### config.mk
export PLATFORM = sky130hd
export DESIGN_NAME = scheduled_four_channel_fader_top
export DESIGN_NICKNAME = d
export VERILOG_FILES = /design/src/scf_pkg.sv /design/src/scheduled_four_channel_fader_top.sv /design/src/scf_divider.sv
export SDC_FILE = /design/constraint.sdc
export NUM_CORES = 2
export LEC_CHECK = 0
export BUFFER_PORTS_ARGS = -buffer_cell sky130_fd_sc_hd__buf_2
export CORE_MARGIN = 2
export CORE_UTILIZATION = 45
export CTS_BUF_LIST = sky130_fd_sc_hd__clkbuf_8
export DETAILED_ROUTE_END_ITERATION = 6
export GPL_TIMING_DRIVEN = 0
export PLACE_DENSITY = 0.7
export RECOVER_POWER = 100
export SETUP_SLACK_MARGIN = 0.3
export SYNTH_ARGS = -nofsm -noshare
export SYNTH_HDL_FRONTEND = slang
export SYNTH_HIERARCHICAL = 1
export SYNTH_SLANG_ARGS = --single-unit
### constraint.sdc
create_clock -name clk -period 21.7 [get_ports clk]
set_input_delay 4.34 -clock clk [delete_from_list [all_inputs] [get_ports clk]]
set_output_delay 4.34 -clock clk [all_outputs]
set_load 0.01 [all_outputs]
### src/scf_pkg.sv
package scf_pkg;
  typedef struct packed {
    logic        dependent_on;
    logic [31:0] now_ms;
    logic [2:0]  weekday;
    logic [16:0] time_of_day;
  } in_word_t;
  typedef struct packed {
    logic       device_on;
    logic [3:0] write_mask;
    logic [7:0] level_white;
    logic [7:0] level_blue;
    logic [7:0] level_green;
    logic [7:0] level_red;
  } out_word_t;
  typedef enum logic [3:0] {
    ST_IDLE, ST_EVENT, ST_CHAN, ST_DIV1, ST_DIV2, ST_DONE
  } state_t;
  localparam logic [2:0] REG_CTRL = 3'd0;
  localparam logic [2:0] REG_WIN0 = 3'd1;
  localparam logic [2:0] REG_WIN1 = 3'd2;
  localparam logic [2:0] REG_WIN2 = 3'd3;
  localparam logic [2:0] REG_WIN3 = 3'd4;
  localparam logic [2:0] REG_LVL0 = 3'd5;
  localparam logic [2:0] REG_LVL1 = 3'd6;
  localparam logic [16:0] SECONDS_PER_DAY = 17'd86400;
  localparam logic [9:0] MS_PER_SECOND = 10'd1000;
  localparam logic [7:0] FULL_LEVEL = 8'd255;
endpackage

### src/scheduled_four_channel_fader_top.sv
// Scheduled four-channel fader. A tick word is taken while in_ready is high, which is whenever
// the block is idle, even while the previous result word still waits in the output register.
// The block then walks the active events and, for each, the channels one by one. Each fading
// channel with a non-zero difference uses one shared restoring divider for its step interval
// and, when a step is due, again for its step level; each use holds the sequencer until done.
// Configuration is through the APB port while idle; the user must keep to this, as the block
// itself does not enforce it.
module scheduled_four_channel_fader_top #(
  parameter int NUM_CHANNELS = 4,
  parameter int NUM_EVENTS = 4
) (
  input  logic                 clk,
  input  logic                 rst,
  input  logic                 in_valid,
  output logic                 in_ready,
  input  scf_pkg::in_word_t    in_data,
  output logic                 out_valid,
  input  logic                 out_ready,
  output scf_pkg::out_word_t   out_data,
  input  logic                 psel,
  input  logic                 penable,
  input  logic                 pwrite,
  input  logic [5:0]           paddr,
  input  logic [63:0]          pwdata,
  output logic [63:0]          prdata,
  output logic                 pready
);
  import scf_pkg::*;

  logic [15:0] ctrl;
  logic [33:0] win [4];
  logic [63:0] lvl [2];
  logic [7:0]  present [4];
  logic [7:0]  origin [4];
  logic [31:0] next_step [4];
  logic        fading;
  logic [31:0] fade_start;
  logic        on_flag;

  state_t state, state_next;
  in_word_t cur;
  logic [2:0] ev;
  logic [1:0] ch;
  logic [7:0] olev [4];
  logic [3:0] omask;
  logic [41:0] interval;

  logic        div_start, div_done;
  logic [41:0] div_a, div_q;
  logic [27:0] div_b;

  logic [2:0] reg_idx;
  assign reg_idx = paddr[5:3];
  assign pready = 1'b1;

  always_comb begin
    unique case (reg_idx)
      REG_CTRL: prdata = {48'd0, ctrl};
      REG_WIN0: prdata = {30'd0, win[0]};
      REG_WIN1: prdata = {30'd0, win[1]};
      REG_WIN2: prdata = {30'd0, win[2]};
      REG_WIN3: prdata = {30'd0, win[3]};
      REG_LVL0: prdata = lvl[0];
      REG_LVL1: prdata = lvl[1];
      default: prdata = '0;
    endcase
  end

  // decoded control
  logic [3:0] en;
  logic [2:0] nev;
  logic       follow, suspend, day, idle_follow, ev_live;
  always_comb begin
    en = ctrl[13:10] & 4'((1 << NUM_CHANNELS) - 1);
    nev = (ctrl[9:7] > 3'(NUM_EVENTS)) ? 3'(NUM_EVENTS) : ctrl[9:7];
    follow = ctrl[14];
    suspend = ctrl[15];
    day = (cur.weekday < 3'd7) && ctrl[cur.weekday];
    idle_follow = !suspend && (ctrl[9:7] == 3'd0) && follow;
    ev_live = (ev < nev) && day;
  end

  // per event values
  logic [16:0] start_s, dur_s;
  logic [17:0] sum_s, end_s, span_s;
  logic [1:0]  evi;
  logic [7:0]  target;
  logic        in_window, at_end, at_start, zero_dur;
  logic [27:0] span_ms;
  logic [8:0]  diff;
  logic [7:0]  mag;
  logic [31:0] elapsed, since;
  logic        anyon, last_ch, step_go, step_due;
  always_comb begin
    evi = ev[1:0];
    start_s = win[evi][16:0];
    dur_s = win[evi][33:17];
    sum_s = {1'b0, start_s} + {1'b0, dur_s};
    end_s = (sum_s > {1'b0, SECONDS_PER_DAY}) ? sum_s - {1'b0, SECONDS_PER_DAY} : sum_s;
    target = lvl[evi[1]][{evi[0], ch, 3'b000} +: 8];
    in_window = ({1'b0, cur.time_of_day} >= {1'b0, start_s}) &&
                ({1'b0, cur.time_of_day} < end_s);
    at_end = {1'b0, cur.time_of_day} == end_s;
    at_start = cur.time_of_day == start_s;
    zero_dur = {1'b0, start_s} == end_s;
    span_s = end_s - {1'b0, start_s};
    span_ms = 28'(span_s) * 28'(MS_PER_SECOND);
    diff = {1'b0, target} - {1'b0, origin[ch]};
    mag = diff[8] ? 8'(-diff) : diff[7:0];
    elapsed = cur.now_ms - fade_start;
    since = cur.now_ms - next_step[ch];
    last_ch = ch == 2'(NUM_CHANNELS - 1);
    step_go = en[ch] && (mag != 8'd0);
    step_due = 42'(since) >= div_q;
    anyon = 1'b0;
    for (int k = 0; k < NUM_CHANNELS; k++) begin
      if (present[k] != 8'd0) anyon = 1'b1;
    end
  end

  logic [41:0] num;
  always_comb begin
    // origin*span + diff*elapsed; not negative while elapsed <= span, and DIV2 drops the quotient otherwise
    num = 42'(origin[ch]) * 42'(span_ms) +
          (diff[8] ? -(42'(mag) * 42'(elapsed)) : 42'(mag) * 42'(elapsed));
  end

  scf_divider u_div (
    .clk(clk), .rst(rst), .start(div_start), .dividend(div_a), .divisor(div_b),
    .done(div_done), .quotient(div_q)
  );

  always_comb begin
    state_next = state;
    unique case (state)
      ST_IDLE: if (in_valid && in_ready) state_next = suspend ? ST_DONE : ST_EVENT;
      ST_EVENT: begin
        if (!ev_live) state_next = ST_DONE;
        else if (follow) state_next = ST_EVENT;
        else if (at_start && !fading)
          state_next = (zero_dur || !in_window) ? ST_EVENT : ST_CHAN;
        else if (fading && (in_window || at_end)) state_next = ST_CHAN;
        else state_next = ST_EVENT;
      end
      ST_CHAN: begin
        if (!in_window) state_next = ST_EVENT;
        else if (step_go) state_next = ST_DIV1;
        else if (last_ch) state_next = ST_EVENT;
        else state_next = ST_CHAN;
      end
      ST_DIV1: begin
        if (div_done) begin
          if (step_due) state_next = ST_DIV2;
          else if (last_ch) state_next = ST_EVENT;
          else state_next = ST_CHAN;
        end
      end
      ST_DIV2: if (div_done) state_next = last_ch ? ST_EVENT : ST_CHAN;
      ST_DONE: if (out_ready || !out_valid) state_next = ST_IDLE;
      default: state_next = ST_IDLE;
    endcase
  end

  assign in_ready = state == ST_IDLE;

  always_ff @(posedge clk) begin
    if (rst) begin
      state <= ST_IDLE;
      ctrl <= '0;
      for (int k = 0; k < 4; k++) begin
        win[k] <= '0;
        present[k] <= '0;
        origin[k] <= '0;
        next_step[k] <= '0;
      end
      lvl[0] <= '0;
      lvl[1] <= '0;
      fading <= 1'b0;
      fade_start <= '0;
      on_flag <= 1'b0;
      out_valid <= 1'b0;
      div_start <= 1'b0;
    end else begin
      state <= state_next;
      div_start <= ((state == ST_CHAN) && (state_next == ST_DIV1)) ||
                   ((state == ST_DIV1) && (state_next == ST_DIV2));
      if (psel && penable && pwrite) begin
        if (reg_idx == REG_CTRL) ctrl <= pwdata[15:0];
        else if (reg_idx <= REG_WIN3) win[2'(reg_idx - REG_WIN0)] <= pwdata[33:0];
        else if (reg_idx == REG_LVL0) lvl[0] <= pwdata;
        else if (reg_idx == REG_LVL1) lvl[1] <= pwdata;
      end
      if ((state == ST_DONE) && (state_next == ST_IDLE)) out_valid <= 1'b1;
      else if (out_ready) out_valid <= 1'b0;
      if ((state != ST_IDLE) && (state_next == ST_EVENT)) ev <= ev + 3'd1;
      if (state == ST_EVENT) ch <= '0;
      else if (state_next == ST_CHAN) ch <= ch + 2'd1;
      unique case (state)
        ST_IDLE: begin
          if (in_valid && in_ready) begin
            cur <= in_data;
            ev <= '0;
            for (int k = 0; k < 4; k++) begin
              olev[k] <= (idle_follow && en[k] && in_data.dependent_on) ? FULL_LEVEL : 8'd0;
              omask[k] <= idle_follow && en[k];
            end
            if (idle_follow) on_flag <= in_data.dependent_on;
          end
        end
        ST_EVENT: begin
          if (ev_live && follow) begin
            for (int k = 0; k < 4; k++) begin
              if (en[k]) begin
                olev[k] <= cur.dependent_on ? FULL_LEVEL : 8'd0;
                omask[k] <= 1'b1;
              end
            end
            on_flag <= cur.dependent_on;
          end else if (ev_live) begin
            on_flag <= anyon;
            if (at_start && !fading) begin
              fade_start <= cur.now_ms;
              for (int k = 0; k < 4; k++) next_step[k] <= cur.now_ms;
              if (zero_dur) begin
                for (int k = 0; k < 4; k++) begin
                  if (en[k]) begin
                    olev[k] <= lvl[evi[1]][{evi[0], 2'(k), 3'b000} +: 8];
                    omask[k] <= 1'b1;
                  end
                end
              end else fading <= 1'b1;
            end
          end
        end
        ST_CHAN: begin
          if (in_window) begin
            if (step_go) begin
              div_a <= 42'(span_ms);
              div_b <= 28'(mag);
            end
          end else begin
            fading <= 1'b0;
            for (int k = 0; k < 4; k++) begin
              if (en[k]) begin
                present[k] <= lvl[evi[1]][{evi[0], 2'(k), 3'b000} +: 8];
                origin[k] <= lvl[evi[1]][{evi[0], 2'(k), 3'b000} +: 8];
                olev[k] <= lvl[evi[1]][{evi[0], 2'(k), 3'b000} +: 8];
                omask[k] <= 1'b1;
              end
            end
          end
        end
        ST_DIV1: begin
          if (div_done) begin
            interval <= div_q;
            if (step_due) begin
              div_a <= num;
              div_b <= span_ms;
            end
          end
        end
        ST_DIV2: begin
          if (div_done) begin
            if ({10'd0, elapsed} <= 42'(span_ms)) begin
              present[ch] <= (div_q > 42'd255) ? FULL_LEVEL : div_q[7:0];
              olev[ch] <= (div_q > 42'd255) ? FULL_LEVEL : div_q[7:0];
            end else olev[ch] <= present[ch];
            omask[ch] <= 1'b1;
            next_step[ch] <= next_step[ch] + interval[31:0];
          end
        end
        ST_DONE: begin
          if (state_next == ST_IDLE) begin
            out_data.level_red <= olev[0];
            out_data.level_green <= olev[1];
            out_data.level_blue <= olev[2];
            out_data.level_white <= olev[3];
            out_data.write_mask <= omask;
            out_data.device_on <= on_flag;
          end
        end
        default: ;
      endcase
    end
  end
endmodule

### src/scf_divider.sv
// restoring divider, one quotient bit per cycle
module scf_divider (
  input  logic        clk,
  input  logic        rst,
  input  logic        start,
  input  logic [41:0] dividend,
  input  logic [27:0] divisor,
  output logic        done,
  output logic [41:0] quotient
);
  logic [27:0] rem;
  logic [41:0] quo;
  logic [27:0] dvs;
  logic [5:0]  cnt;
  logic        busy;
  logic [28:0] trial;

  assign trial = {rem, quo[41]} - {1'b0, dvs};
  assign quotient = quo;

  always_ff @(posedge clk) begin
    if (rst) begin
      busy <= 1'b0;
      done <= 1'b0;
      cnt <= '0;
    end else begin
      done <= 1'b0;
      if (start) begin
        busy <= 1'b1;
        cnt <= 6'd42;
        rem <= '0;
        quo <= dividend;
        dvs <= divisor;
      end else if (busy) begin
        if (!trial[28]) begin
          rem <= trial[27:0];
          quo <= {quo[40:0], 1'b1};
        end else begin
          rem <= {rem[26:0], quo[41]};
          quo <= {quo[40:0], 1'b0};
        end
        cnt <= cnt - 6'd1;
        if (cnt == 6'd1) begin
          busy <= 1'b0;
          done <= 1'b1;
        end
      end
    end
  end
endmodule

==> metrics.yaml <==
status: "finished, violations left"
violated_checks: "max-capacitance violations, max-slew violations"
global_route.overflow_total: 0
final-hold-violation-count: 0
synth-async-reset-ratio: 0
syn_to_final_growth_pct: 8.90
synthTopCellsByCount: "sky130_fd_sc_hd__edfxtp_1 (787), sky130_fd_sc_hd__nand2_1 (724), sky130_fd_sc_hd__inv_1 (678), sky130_fd_sc_hd__ha_1 (473), sky130_fd_sc_hd__nor2_1 (439)"
totalWireLength_um: 217000
syn-instance-count: 6527
hold_class: "reg -> reg"
root_buffer: "sky130_fd_sc_hd__clkbuf_8"
postRouteAntennaNets: 0
routed_wire_length_per_instance_um: 24.0
synth_sequential_area_ratio: 0.368
drtIter0Drc: 6205
die_width_um: 393
post-synth-top-area-fraction: 0.348
track_usage: 0.279
max-slew-margin-rel: -1.35
cp-start-kind: "register"
most_frequently_used_flop_master_after_synthesis: "sky130_fd_sc_hd__edfxtp_1"
final_critical_path_time_including_i_o_delays_and_setup_ns: 19.69
period_share: 0.907
clock.fmax_mhz: 50.8
cts_buffer_depth: 3
cts_post_setup_buffers_inserted: 0
slew_violations: 470
worstSetupEndpointType: "register"
finalClockSkew_ns: 0.0810
synth.net_count: 7513
setup_total_negative_slack_ns: 0
drt-pass1-iter-count: 7
htreeDepth: 4
cts.sinks: 855
final-setup-viol-count: 0
grt_start_max_net_pins: 35
layout.nets: 7908
io_pins: 234
clkSlewWorstSetupHoldPaths_ns: 0.07
cts_made_buffers: 133
drv.max_cap_violation_count: 22
die_h_um: 393
leading_cell_type_by_number_of_instances_after_synthesis: "sky130_fd_sc_hd__edfxtp_1"
synth_seq_cells: 855
num_rows: 142
post_cts.resized_instances: 0
initial_utilization: 0.453
worst-slew-pin-transition_ns: 3.49
coreArea_mm2: 0.150
synth_enable_flop_cells: 787
drt_drc_violations_left: 0
worst_path_max_delay_cell: "sky130_fd_sc_hd__a2111oi_0"
register_area_mm2: 0.0250
drive_gt1_frac: 0.0901
dp.final_hpwl_um: 170000
ys.warnings.count: 6
synth.area.top_cells: "sky130_fd_sc_hd__edfxtp_1 (35%), sky130_fd_sc_hd__fa_1 (11%), sky130_fd_sc_hd__ha_1 (8.7%)"
fp.dieArea_mm2: 0.154
syn_avg_cell_area_um2: 10.4
arrival_ns: 20.40
syn-cell-area_mm2: 0.0679
cts_tree: "done"
path_max_fanout: 10
post_synthesis_cell_type_count: 123
grt_pass1_wl_um: 323000
multiInputGateArea_mm2: 0.0393
clock_insertion_delay_worst_skew_ns: 0.89
routed_via_density: 5.93
routed-via-count: 53600
critPathKind: "reg -> reg"
grt_setup_unrepaired: "false"
numPortBuffers: 229
grt_antenna_before_repair: 13
postCtsHoldBufs: 0
required_ns: 22.41
crit_top_cell: "sky130_fd_sc_hd__fa_1"
gp_congestion: 0.958
reg2reg_slack_ns: 2.01
fill_cells: 13600
number_of_global_route_vias_before_repair: 53000
synthDominantAreaCellType: "sky130_fd_sc_hd__edfxtp_1"
critical_path.max_stage_delay_ns: 1.36
## cell type report
cell class	instances	share of cell area
Multi-Input combinational cell	4736	0.531
Sequential cell	855	0.338
Inverter	680	0.0345
Tap cell	2016	0.0341
Clock buffer	136	0.0253
Timing Repair Buffer	260	0.0152
Buffer	256	0.0133
Clock inverter	94	0.00861
Antenna cell	3	0.000101
## through the flow
step	setup WS, ns	hold slack (ns)	area, um2	util	std cells
after CTS	2.70	0.418	74800	0.499	9033
after global routing	0.732	0.414	74000	0.494	9033
after floorplan	6.01	0.400	67900	-	6527
after global placement	2.93	0.404	71600	0.478	8772
final	2.01	0.417	74000	0.494	9036
after detailed placement	2.71	0.405	72300	0.482	8803
## layer usage
metal,up-vias,share of wire,GRT usage
li1,23800,-,-
met1,26300,0.39,0.365
met2,2832,0.46,0.442
met3,539,0.098,0.0577
met4,16,0.052,0.134
met5,-,0.00045,0
## sequential cells by signal (all words and copies together) (netlist names), 32 cells and up, named ones only
name            cells
div_a              42
fade_start         32
u_div/quotient     42
lvl               128
cur                53
olev               32
next_step         128
out_data           37
win               136
interval           32
present            32
origin             32
## cell usage in the layout, fill, tap and decap left out, types with 136 or more instances in the layout
| cell type | count |
|---|---|
| sky130_fd_sc_hd__clkbuf_8 | 136 |
| sky130_fd_sc_hd__fa_1 | 383 |
| sky130_fd_sc_hd__inv_1 | 719 |
| sky130_fd_sc_hd__and2_0 | 143 |
| sky130_fd_sc_hd__nor2_1 | 439 |
| sky130_fd_sc_hd__ha_1 | 473 |
| sky130_fd_sc_hd__a21oi_1 | 320 |
| sky130_fd_sc_hd__edfxtp_1 | 787 |
| sky130_fd_sc_hd__clkbuf_1 | 372 |
| sky130_fd_sc_hd__o21ai_0 | 212 |
| sky130_fd_sc_hd__xnor2_1 | 183 |
| sky130_fd_sc_hd__nand2_1 | 725 |
## cell families (layout without fill, tap and decap cells)
| logic type | after synthesis | count (layout) | share of synthesized area |
|---|---|---|---|
| AND/OR/NAND/NOR | 2059 | 2059 | 0.147 |
| AO/OA/AOI/OAI | 1235 | 1235 | 0.125 |
| multiplexers | 287 | 287 | 0.0682 |
| XOR/XNOR | 297 | 297 | 0.0388 |
| other | 2 | 5 | 0.000111 |
| buffers and inverters | 936 | 1426 | 0.0527 |
| flip-flops | 855 | 855 | 0.368 |
| adder cells (fa/ha/maj) | 856 | 856 | 0.200 |
## worst paths after layout
kind,start,endpoint,cells past startpoint
max,register,div_a[41]$_SDFFCE_PN0P_,66
max reg2reg,register,div_a[41]$_SDFFCE_PN0P_,66
min reg2reg,olev[3][1]$_DFFE_PP_,out_data[25]$_DFFE_PP_,0
min,olev[3][1]$_DFFE_PP_,out_data[25]$_DFFE_PP_,0
## worst max-delay path, delay by kind of cell, from the launching register on
kind | cells | cell delay [ns]
AOI/OAI and AO/OA | 22 | 6.05
adders and majority gates | 14 | 5.98
buffers and inverters | 12 | 3.39
and+or+nand+nor | 13 | 2.11
xor gates and xnor gates | 3 | 1.00
muxes | 2 | 0.71
DFF | 1 | 0.31
Power is not shown: default switching activity piles up to over one toggle a cycle in this logic, so the estimate is an artifact.
